### config.mk
export PLATFORM = sky130hd
export DESIGN_NAME = fnv1a_path_hash_index_lookup
export DESIGN_NICKNAME = d
export VERILOG_FILES = /design/src/rtl/fnvlkp_pkg.sv /design/src/rtl/fnvlkp_ram.sv /design/src/rtl/fnvlkp_ctrl.sv /design/src/rtl/fnvlkp_dp.sv /design/src/rtl/fnv1a_path_hash_index_lookup.sv
export SDC_FILE = /design/constraint.sdc
export NUM_CORES = 2
export LEC_CHECK = 0
export BUFFER_PORTS_ARGS = -buffer_cell sky130_fd_sc_hd__buf_2
export CAP_MARGIN = 20
export CORE_AREA = 4 4 400 402
export CTS_CLUSTER_DIAMETER = 30
export DETAILED_ROUTE_END_ITERATION = 10
export DIE_AREA = 0 0 404 406
export MAX_ROUTING_LAYER = met4
export PLACE_DENSITY = 0.76
export SLEW_MARGIN = 20
export SYNTH_ARGS = -nofsm -noshare
export SYNTH_HDL_FRONTEND = slang
export SYNTH_SLANG_ARGS = --single-unit
### constraint.sdc
create_clock -name clock -period 5.7 [get_ports clock]
set_input_delay 0.57 -clock clock [delete_from_list [all_inputs] [get_ports clock]]
set_output_delay 0.57 -clock clock [all_outputs]
set_load 0.01 [all_outputs]
### src/rtl/fnvlkp_pkg.sv
// ----------------------------------------------------------------------------
// fnvlkp_pkg
// Shared types, constants and the FNV-1a step (byte sign-extended before the XOR) for the path hash lookup block.
// ----------------------------------------------------------------------------
package fnvlkp_pkg;

   localparam int unsigned OPC_W           = 2;
   localparam int unsigned BYTE_W          = 8;
   localparam int unsigned SLOT_W          = 6;
   localparam int unsigned HASH_W          = 32;
   localparam int unsigned CFG_W           = 7;
   localparam int unsigned IDX_W           = 6;
   localparam int unsigned DEF_TABLE_DEPTH = 64;

   localparam int unsigned REQ_TDATA_W = 48;
   localparam int unsigned RSP_TDATA_W = 40;
   localparam int unsigned CSR_TDATA_W = 8;

   localparam logic [HASH_W-1:0] FNV_BASIS = 32'h811C_9DC5;
   localparam logic [HASH_W-1:0] FNV_PRIME = 32'd16777619;

   typedef enum logic [OPC_W-1:0] {
      OPC_BYTE   = 2'd0,
      OPC_LOOKUP = 2'd1,
      OPC_WRITE  = 2'd2,
      OPC_NONE   = 2'd3
   } opcode_type;

   typedef enum logic [1:0] {
      ST_IDLE,
      ST_SCAN,
      ST_DRAIN,
      ST_RESULT
   } state_type;

   typedef struct packed {
      logic hash_byte;
      logic write_entry;
      logic start_scan;
      logic issue_read;
      logic load_result;
   } cmd_type;

   typedef struct packed {
      logic limit_zero;
      logic last_read;
      logic match;
      logic out_free;
   } status_type;

   function automatic logic [HASH_W-1:0] fnv_step(input logic [HASH_W-1:0] h,
                                                  input logic [BYTE_W-1:0] b);
      logic [HASH_W-1:0]   ext;
      logic [2*HASH_W-1:0] prod;
      ext  = {{(HASH_W-BYTE_W){b[BYTE_W-1]}}, b};
      prod = {{HASH_W{1'b0}}, h ^ ext} * {{HASH_W{1'b0}}, FNV_PRIME};
      return prod[HASH_W-1:0];
   endfunction

endpackage

### src/rtl/fnvlkp_ram.sv
// ----------------------------------------------------------------------------
// fnvlkp_ram
// Generic single-write, single-read RAM with registered read data.
// ----------------------------------------------------------------------------
module fnvlkp_ram #(
   parameter int unsigned WIDTH = 32,
   parameter int unsigned DEPTH = 64,
   localparam int unsigned AW   = (DEPTH > 1) ? $clog2(DEPTH) : 1
) (
   input  logic             clock,
   input  logic             wr_en,
   input  logic [AW-1:0]    wr_addr,
   input  logic [WIDTH-1:0] wr_data,
   input  logic [AW-1:0]    rd_addr,
   output logic [WIDTH-1:0] rd_data
);

   logic [WIDTH-1:0] mem [DEPTH];
   logic [WIDTH-1:0] rd_data_ff;

   always_ff @(posedge clock) begin
      if (wr_en) begin
         mem[wr_addr] <= wr_data;
      end
      rd_data_ff <= mem[rd_addr];
   end

   assign rd_data = rd_data_ff;

endmodule

### src/rtl/fnvlkp_ctrl.sv
// ----------------------------------------------------------------------------
// fnvlkp_ctrl
// Controller: input handshake, table scan sequencing and result hand-off.
// ----------------------------------------------------------------------------
module fnvlkp_ctrl (
   input  logic                   clock,
   input  logic                   reset,
   input  logic                   req_tvalid,
   input  fnvlkp_pkg::opcode_type opcode,
   input  fnvlkp_pkg::status_type status,
   output logic                   req_tready,
   output fnvlkp_pkg::cmd_type    cmd
);
   import fnvlkp_pkg::*;

   state_type state_ff;
   state_type state_in;
   logic      req_accept;

   assign req_tready = (state_ff == ST_IDLE);
   assign req_accept = req_tvalid && req_tready;

   always_ff @(posedge clock) begin
      if (reset) begin
         state_ff <= ST_IDLE;
      end else begin
         state_ff <= state_in;
      end
   end

   always_comb begin
      state_in = state_ff;
      case (state_ff)
         ST_IDLE: begin
            if (req_accept && opcode == OPC_LOOKUP) begin
               state_in = status.limit_zero ? ST_RESULT : ST_SCAN;
            end
         end
         ST_SCAN: begin
            if (status.match) begin
               state_in = ST_RESULT;
            end else if (status.last_read) begin
               state_in = ST_DRAIN;
            end
         end
         ST_DRAIN: begin
            state_in = ST_RESULT;
         end
         ST_RESULT: begin
            if (status.out_free) begin
               state_in = ST_IDLE;
            end
         end
         default: begin
            state_in = ST_IDLE;
         end
      endcase
   end

   always_comb begin
      cmd             = '0;
      cmd.hash_byte   = req_accept && opcode == OPC_BYTE;
      cmd.write_entry = req_accept && opcode == OPC_WRITE;
      cmd.start_scan  = req_accept && opcode == OPC_LOOKUP;
      case (state_ff)
         ST_SCAN: begin
            cmd.issue_read = !status.match;
         end
         ST_RESULT: begin
            cmd.load_result = status.out_free;
         end
         default: begin
            cmd.issue_read  = 1'b0;
            cmd.load_result = 1'b0;
         end
      endcase
   end

endmodule

### src/rtl/fnvlkp_dp.sv
// ----------------------------------------------------------------------------
// fnvlkp_dp
// Datapath: running hash, table store, scan compare and result register.
// ----------------------------------------------------------------------------
module fnvlkp_dp #(
   parameter int unsigned TABLE_DEPTH = fnvlkp_pkg::DEF_TABLE_DEPTH
) (
   input  logic                            clock,
   input  logic                            reset,
   input  fnvlkp_pkg::cmd_type             cmd,
   input  logic [fnvlkp_pkg::BYTE_W-1:0]   path_byte,
   input  logic [fnvlkp_pkg::SLOT_W-1:0]   write_slot,
   input  logic [fnvlkp_pkg::HASH_W-1:0]   write_hash,
   input  logic                            cfg_write,
   input  logic [fnvlkp_pkg::CFG_W-1:0]    cfg_data,
   input  logic                            rsp_tready,
   output fnvlkp_pkg::status_type          status,
   output logic                            rsp_valid,
   output logic                            rsp_found,
   output logic [fnvlkp_pkg::IDX_W-1:0]    rsp_entry_index,
   output logic [fnvlkp_pkg::HASH_W-1:0]   rsp_path_hash
);
   import fnvlkp_pkg::*;

   localparam int unsigned AW = (TABLE_DEPTH > 1) ? $clog2(TABLE_DEPTH) : 1;

   logic [CFG_W-1:0]  table_entries_ff;
   logic [HASH_W-1:0] hash_ff;
   logic [CFG_W-1:0]  cnt_ff;
   logic              rd_vld_ff;
   logic [CFG_W-1:0]  rd_idx_ff;
   logic              found_ff;
   logic [CFG_W-1:0]  found_idx_ff;
   logic              rsp_valid_ff;
   logic              rsp_found_ff;
   logic [IDX_W-1:0]  rsp_idx_ff;
   logic [HASH_W-1:0] rsp_hash_ff;

   logic [CFG_W-1:0]  limit;
   logic              slot_ok;
   logic [HASH_W-1:0] rd_data;
   logic              match;

   assign limit   = (int'(table_entries_ff) > int'(TABLE_DEPTH)) ? CFG_W'(TABLE_DEPTH)
                                                                 : table_entries_ff;
   assign slot_ok = int'(write_slot) < int'(TABLE_DEPTH);

   fnvlkp_ram #(
      .WIDTH (HASH_W),
      .DEPTH (TABLE_DEPTH)
   ) u_table (
      .clock   (clock),
      .wr_en   (cmd.write_entry && slot_ok),
      .wr_addr (AW'(write_slot)),
      .wr_data (write_hash),
      .rd_addr (AW'(cnt_ff)),
      .rd_data (rd_data)
   );

   assign match = rd_vld_ff && !found_ff && (rd_data == hash_ff);

   always_ff @(posedge clock) begin
      if (reset) begin
         table_entries_ff <= '0;
         hash_ff          <= FNV_BASIS;
         rd_vld_ff        <= 1'b0;
         found_ff         <= 1'b0;
         rsp_valid_ff     <= 1'b0;
      end else begin
         if (cfg_write) begin
            table_entries_ff <= cfg_data;
         end
         if (cmd.hash_byte) begin
            hash_ff <= fnv_step(hash_ff, path_byte);
         end else if (cmd.load_result) begin
            hash_ff <= FNV_BASIS;
         end
         rd_vld_ff <= cmd.issue_read;
         if (cmd.start_scan) begin
            found_ff <= 1'b0;
         end else if (match) begin
            found_ff <= 1'b1;
         end
         if (cmd.load_result) begin
            rsp_valid_ff <= 1'b1;
         end else if (rsp_tready) begin
            rsp_valid_ff <= 1'b0;
         end
      end
   end

   always_ff @(posedge clock) begin
      if (cmd.start_scan) begin
         cnt_ff <= '0;
      end else if (cmd.issue_read) begin
         cnt_ff <= cnt_ff + 1'b1;
      end
      if (cmd.issue_read) begin
         rd_idx_ff <= cnt_ff;
      end
      if (match) begin
         found_idx_ff <= rd_idx_ff;
      end
      if (cmd.load_result) begin
         rsp_found_ff <= found_ff;
         rsp_idx_ff   <= found_ff ? found_idx_ff[IDX_W-1:0] : '0;
         rsp_hash_ff  <= hash_ff;
      end
   end

   assign status.limit_zero = (limit == '0);
   assign status.last_read  = (cnt_ff == limit - 1'b1);
   assign status.match      = match;
   assign status.out_free   = !rsp_valid_ff || rsp_tready;

   assign rsp_valid       = rsp_valid_ff;
   assign rsp_found       = rsp_found_ff;
   assign rsp_entry_index = rsp_idx_ff;
   assign rsp_path_hash   = rsp_hash_ff;

endmodule

### src/rtl/fnv1a_path_hash_index_lookup.sv
// ----------------------------------------------------------------------------
// fnv1a_path_hash_index_lookup
// FNV-1a path hash (byte sign-extended before the XOR) with lookup in a stored hash table.
//
//   Channel  Dir  Handshake            Payload
//   req      in   req_tvalid/tready    opcode (tuser), path_byte, write_slot, write_hash
//   rsp      out  rsp_tvalid/tready    found, entry_index, path_hash
//   csr      in   csr_tvalid/tready    table_entries
//
// Path byte and table write items are accepted whenever the controller is idle.
// A lookup reads one slot a cycle through the table read port, from slot 0 up to
// the first hit or to slot min(table_entries, depth) - 1, and skips the scan
// when that minimum is zero. The req input is held off until its result is loaded.
// Reset is synchronous; the table is not cleared and holds garbage until written.
// A result waiting on rsp stalls only the end of the next lookup.
// ----------------------------------------------------------------------------
module fnv1a_path_hash_index_lookup #(
   parameter int unsigned TABLE_DEPTH = fnvlkp_pkg::DEF_TABLE_DEPTH
) (
   input  logic                                clock,
   input  logic                                reset,
   input  logic                                req_tvalid,
   output logic                                req_tready,
   // opcode[1:0]
   input  logic [fnvlkp_pkg::OPC_W-1:0]        req_tuser,
   // path_byte[7:0], write_slot[13:8], write_hash[45:14], zero[47:46]
   input  logic [fnvlkp_pkg::REQ_TDATA_W-1:0]  req_tdata,
   output logic                                rsp_tvalid,
   input  logic                                rsp_tready,
   // found[0], entry_index[6:1], path_hash[38:7], zero[39]
   output logic [fnvlkp_pkg::RSP_TDATA_W-1:0]  rsp_tdata,
   input  logic                                csr_tvalid,
   output logic                                csr_tready,
   // table_entries[6:0], zero[7]
   input  logic [fnvlkp_pkg::CSR_TDATA_W-1:0]  csr_tdata
);
   import fnvlkp_pkg::*;

   cmd_type           cmd;
   status_type        status;
   opcode_type        opcode;
   logic              rsp_found;
   logic [IDX_W-1:0]  rsp_entry_index;
   logic [HASH_W-1:0] rsp_path_hash;

   assign opcode     = opcode_type'(req_tuser);
   assign csr_tready = 1'b1;

   fnvlkp_ctrl u_ctrl (
      .clock      (clock),
      .reset      (reset),
      .req_tvalid (req_tvalid),
      .opcode     (opcode),
      .status     (status),
      .req_tready (req_tready),
      .cmd        (cmd)
   );

   fnvlkp_dp #(
      .TABLE_DEPTH (TABLE_DEPTH)
   ) u_dp (
      .clock           (clock),
      .reset           (reset),
      .cmd             (cmd),
      .path_byte       (req_tdata[7:0]),
      .write_slot      (req_tdata[13:8]),
      .write_hash      (req_tdata[45:14]),
      .cfg_write       (csr_tvalid && csr_tready),
      .cfg_data        (csr_tdata[CFG_W-1:0]),
      .rsp_tready      (rsp_tready),
      .status          (status),
      .rsp_valid       (rsp_tvalid),
      .rsp_found       (rsp_found),
      .rsp_entry_index (rsp_entry_index),
      .rsp_path_hash   (rsp_path_hash)
   );

   assign rsp_tdata = {1'b0, rsp_path_hash, rsp_entry_index, rsp_found};

   a_lookup_blocks_input: assert property (@(posedge clock) disable iff (reset)
      req_tvalid && req_tready && opcode == OPC_LOOKUP |=> !req_tready)
      else $error("input still accepted after lookup start");

   a_miss_index_zero: assert property (@(posedge clock) disable iff (reset)
      rsp_tvalid && !rsp_tdata[0] |-> rsp_tdata[6:1] == '0)
      else $error("nonzero entry index on miss");

   a_load_shows_result: assert property (@(posedge clock) disable iff (reset)
      cmd.load_result |=> rsp_tvalid)
      else $error("loaded result not presented");

   a_scan_stops_on_hit: assert property (@(posedge clock) disable iff (reset)
      status.match |-> !cmd.issue_read)
      else $error("table read issued after a hit");

endmodule

==> metrics.csv <==
stage;metric;value;unit
status;status;finished, final reports clean;
yosys;ys flop type;edfxtp_1;
drt;remaining antenna violation count after routing;0;
worst_hold_path;hold endpoint;u_dp.u_table.mem[61][28];
cts;worst skew pair latency;960;ps
timing;period utilization;93.8;%
drt;via count;45415;
yosys;commonest cells in the netlist;edfxtp_1, mux4_2, inv_1, ha_1, nor2_1;
timing;final worst setup slack;355;ps
placement;hpwl dp;122000;um
global_routing;GR Util met3;6.93;%
worst_hold_path;HP Class;in -> reg;
timing;Pins Over Slew Limit;0;
pwr;Flop pwr share;28.2;%
worst_hold_path;hold path startpoint;req_tdata[42];
setup_path;reg2reg start;u_dp.hash_ff[3];
placement;Placement Setup Slack;102;ps
cts;# clock sinks;2182;
cts;post_cts resized;0;
cts;CTS Buffer Depth;4;
setup_path;Critical Path End Type;flip-flop;
yosys;count leader, synth;edfxtp_1;
timing;final hold violations;0;
setup_path;CP peak stage delay;560;ps
layout;Nets;4816;
placement;RD Place Congestion;0.891;
floorplanning;Die ar.;0.164;mm2
drt;drt pass-1 iters;5;
setup_path;WP data arrival;6160;ps
pwr;internal power;43.8;mW
setup_path;RR Endpoint;u_dp.hash_ff[30];
cts;TritonCTS Buffers;376;
timing;fin crit period;5350;ps
timing;relative slew slack;23.7;%
drt;DRT iter0 DRCs;6340;
pwr;switching pwr;21.4;mW
timing;clock skew;92.8;ps
cts;Root Buffer;clkbuf_16;
layout;share of layout cells above drive strength 1;34.4;%
setup_path;Setup CP Type;reg -> reg;
floorplanning;core area;0.156;mm2
layout;fin cells;6904;
global_routing;initial antenna violation count;30;
pwr;part of the power in combinational logic;36.6;%
global_routing;first-pass GRT wire length;343000;um
timing;FMAX;187;MHz
setup_path;crit-path max FO;5;
timing;Setup violations, final;0;
yosys;share of the synthesized area in the top cell type;71.2;%
drt;DRT Wirelength;236000;um
pwr;Max VDD drop;0.847;mV
cts;CTS H-tree depth;5;
global_routing;pin count of the biggest net entering global routing;82;
cts;setup bufs post-CTS;0;
timing;RSZ-0062 raised after global routing;no;
job;Maximum Capacitance Violations;0;
layout;multi-input logic area;0.0227;mm2
drt;via/cell ratio;6.58;
yosys;syn_nets;4339;
setup_path;Setup crit start kind;flip-flop;
pwr;power consumption;65.3;mW
yosys;Synth area leader;edfxtp_1;
pwr;Clk network pwr share;35.2;%
yosys;Synth Warn #;0;
yosys;Yosys cell types;61;
cts;clk slew on worst S/H paths;60;ps
yosys;fraction of registers with async set/reset;0;%
placement;placed cell area;0.0928;mm2
floorplanning;I/O pins;106;
yosys;Seq cells post-synth;2182;
yosys;Post-synth EDFFs;2099;
yosys;sequential-to-total area share from yosys stat;73.1;%
timing;slew at the pin with the worst max-slew slack;1140;ps
yosys;Avg Synthesized Cell Area;21.9;um2
global_routing;grt peak-use layer;met2;
cts;# hold bufs at CTS;8;
setup_path;R2R cell count;20;
setup_path;CP top delay family;adder cells;
global_routing;GR Layer Usage met2;48.6;%
worst_hold_path;worst hold path depth;1;
floorplanning;Initial Utilization;56.7;%
layout;final instance area;0.106;mm2
setup_path;CP Cell Sequence;xor2_1 > ha_1 > ha_1 > fa_1 > ha_1 > fa_1 > ha_1 > inv_1 > fa_1 > inv_1 > ha_1 > a21oi_1 > o21a_1 > o221ai_1 > o21ba_2 > o21a_1 > o2111ai_1 > a21oi_1 > xnor2_1 > a22o_1;
timing;Setup TNS Final;0;ps
setup_path;reg-to-reg slack, setup;350;ps
yosys;main area contributors after synthesis;edfxtp_1, mux4_2, ha_1;
floorplanning;Die Y;406;um
global_routing;aggregate global routing overflow;0;
yosys;cells after synthesis;4049;
floorplanning;die width;404;um
layout;register area;0.0647;mm2
placement;# placed instances;6195;
yosys;synthesized area;0.0885;mm2
drt;drt wl/cell;34.2;um
layout;filler cell count;8977;
global_routing;gr usage total;30.2;%
pwr;P per Cell Area;616;mW/mm2
setup_path;Worst Path Buf+Inv;2;
cts;CTS tree;built;
layout;area grow syn2layout;19.6;%
global_routing;GRT met1 Usage;38.2;%
setup_path;worst-path cell with the longest stage delay;dfxtp_1;
floorplanning;row count;145;
global_routing;number of global-route vias before repair;47599;
setup_path;Worst Path Required;6510;ps
pwr;switching share of power;32.8;%
setup_path;Worst path most repeated cell;ha_1;
pwr;Pleak;35.2;nW
placement;IO buf count;100;
drt;# DRC;0;
## cell usage in the layout, fill, tap and decap left out, types with 46 or more instances in the layout
master     netlist  layout
dfxtp_1         83      78
buf_4           23     199
clkinv_2         0      46
xnor2_1         88      88
mux4_2         672     672
bufinv_16        0      53
xor2_1          69      69
nor2_1         136      72
buf_2           35      70
inv_1          178     177
fa_1            74      74
ha_1           153     153
clkbuf_16        0     383
a21oi_1         49      49
nor2_4           0      64
edfxtp_1      2099    2099
## how the worst max path moves through the flow
stage,startpoint,to,slack (ps),cells after the start
global route,u_dp.hash_ff[0],u_dp.hash_ff[30],40,20
floorplan,req_tdata[7],u_dp.hash_ff[30],20,22
detailed placement,req_tdata[7],u_dp.hash_ff[30],100,22
finish,u_dp.hash_ff[3],u_dp.hash_ff[30],350,20
global placement,req_tdata[7],u_dp.hash_ff[30],100,22
CTS,u_dp.hash_ff[3],u_dp.hash_ff[30],340,20
## kinds of logic (layout without fill, tap and decap cells)
family / Yosys count / in the layout / synth area share (%)
flops: 2182 / 2182 / 73.1
mux: 681 / 681 / 17.2
buf+inv: 379 / 1154 / 1.82
simple gates: 293 / 293 / 1.53
fa+ha+maj: 227 / 227 / 3.84
xor+xnor: 158 / 158 / 1.58
compound gates: 127 / 127 / 0.915
other cells: 2 / 24 / 0.00849
## power groups by stage
stage / clock, mW / combinational [mW] / sequential [mW]
floorplan: 0 / 17.2 / 18.3
global placement: 0 / 22.8 / 18.7
detailed placement: 0 / 23.1 / 18.7
CTS: 23.1 / 23.8 / 18.4
global route: 23.9 / 26.2 / 18.4
finish: 22.9 / 23.9 / 18.4
## registers in the layout, indices dropped and copies added (netlist names)
| name | count |
|---|---|
| u_dp.table_entries_ff | 7 |
| u_dp.rd_vld_ff | 1 |
| u_dp.hash_ff | 32 |
| u_dp.rd_idx_ff | 6 |
| u_dp.rsp_found | 1 |
| u_dp.cnt_ff | 7 |
| u_dp.u_table.mem | 2048 |
| u_ctrl.state_ff | 2 |
| u_dp.u_table.rd_data | 32 |
| u_dp.rsp_path_hash | 32 |
| u_dp.rsp_valid | 1 |
| u_dp.found_ff | 1 |
| u_dp.rsp_entry_index | 6 |
| u_dp.found_idx_ff | 6 |
## per-stage QoR
step,utilization [%],hold WS [ps]
floorplan,-,400
global placement,59.5,401
detailed placement,59.5,411
CTS,67.7,30.5
global route,67.8,43.3
finish,67.8,67.8
## cell type report
class	instances	area share [%]
sequential	2182	61.1
multi-input combinational	1488	21.4
clock buffer	417	9.21
clock inverter	259	2.88
tap	2058	2.43
timing repair buffer	299	2.23
inverter	179	0.642
antenna	22	0.0520
## routing by layer
metal / wire [um] / up-vias / part of all wire (%)
met2: 121000 / 3346 / 51
met4: 8930 / 0 / 3.8
met3: 23300 / 596 / 9.9
met1: 83300 / 23723 / 35
li1: - / 17750 / -
met5: 0 / - / 0
(Power assumes the default switching activity.)
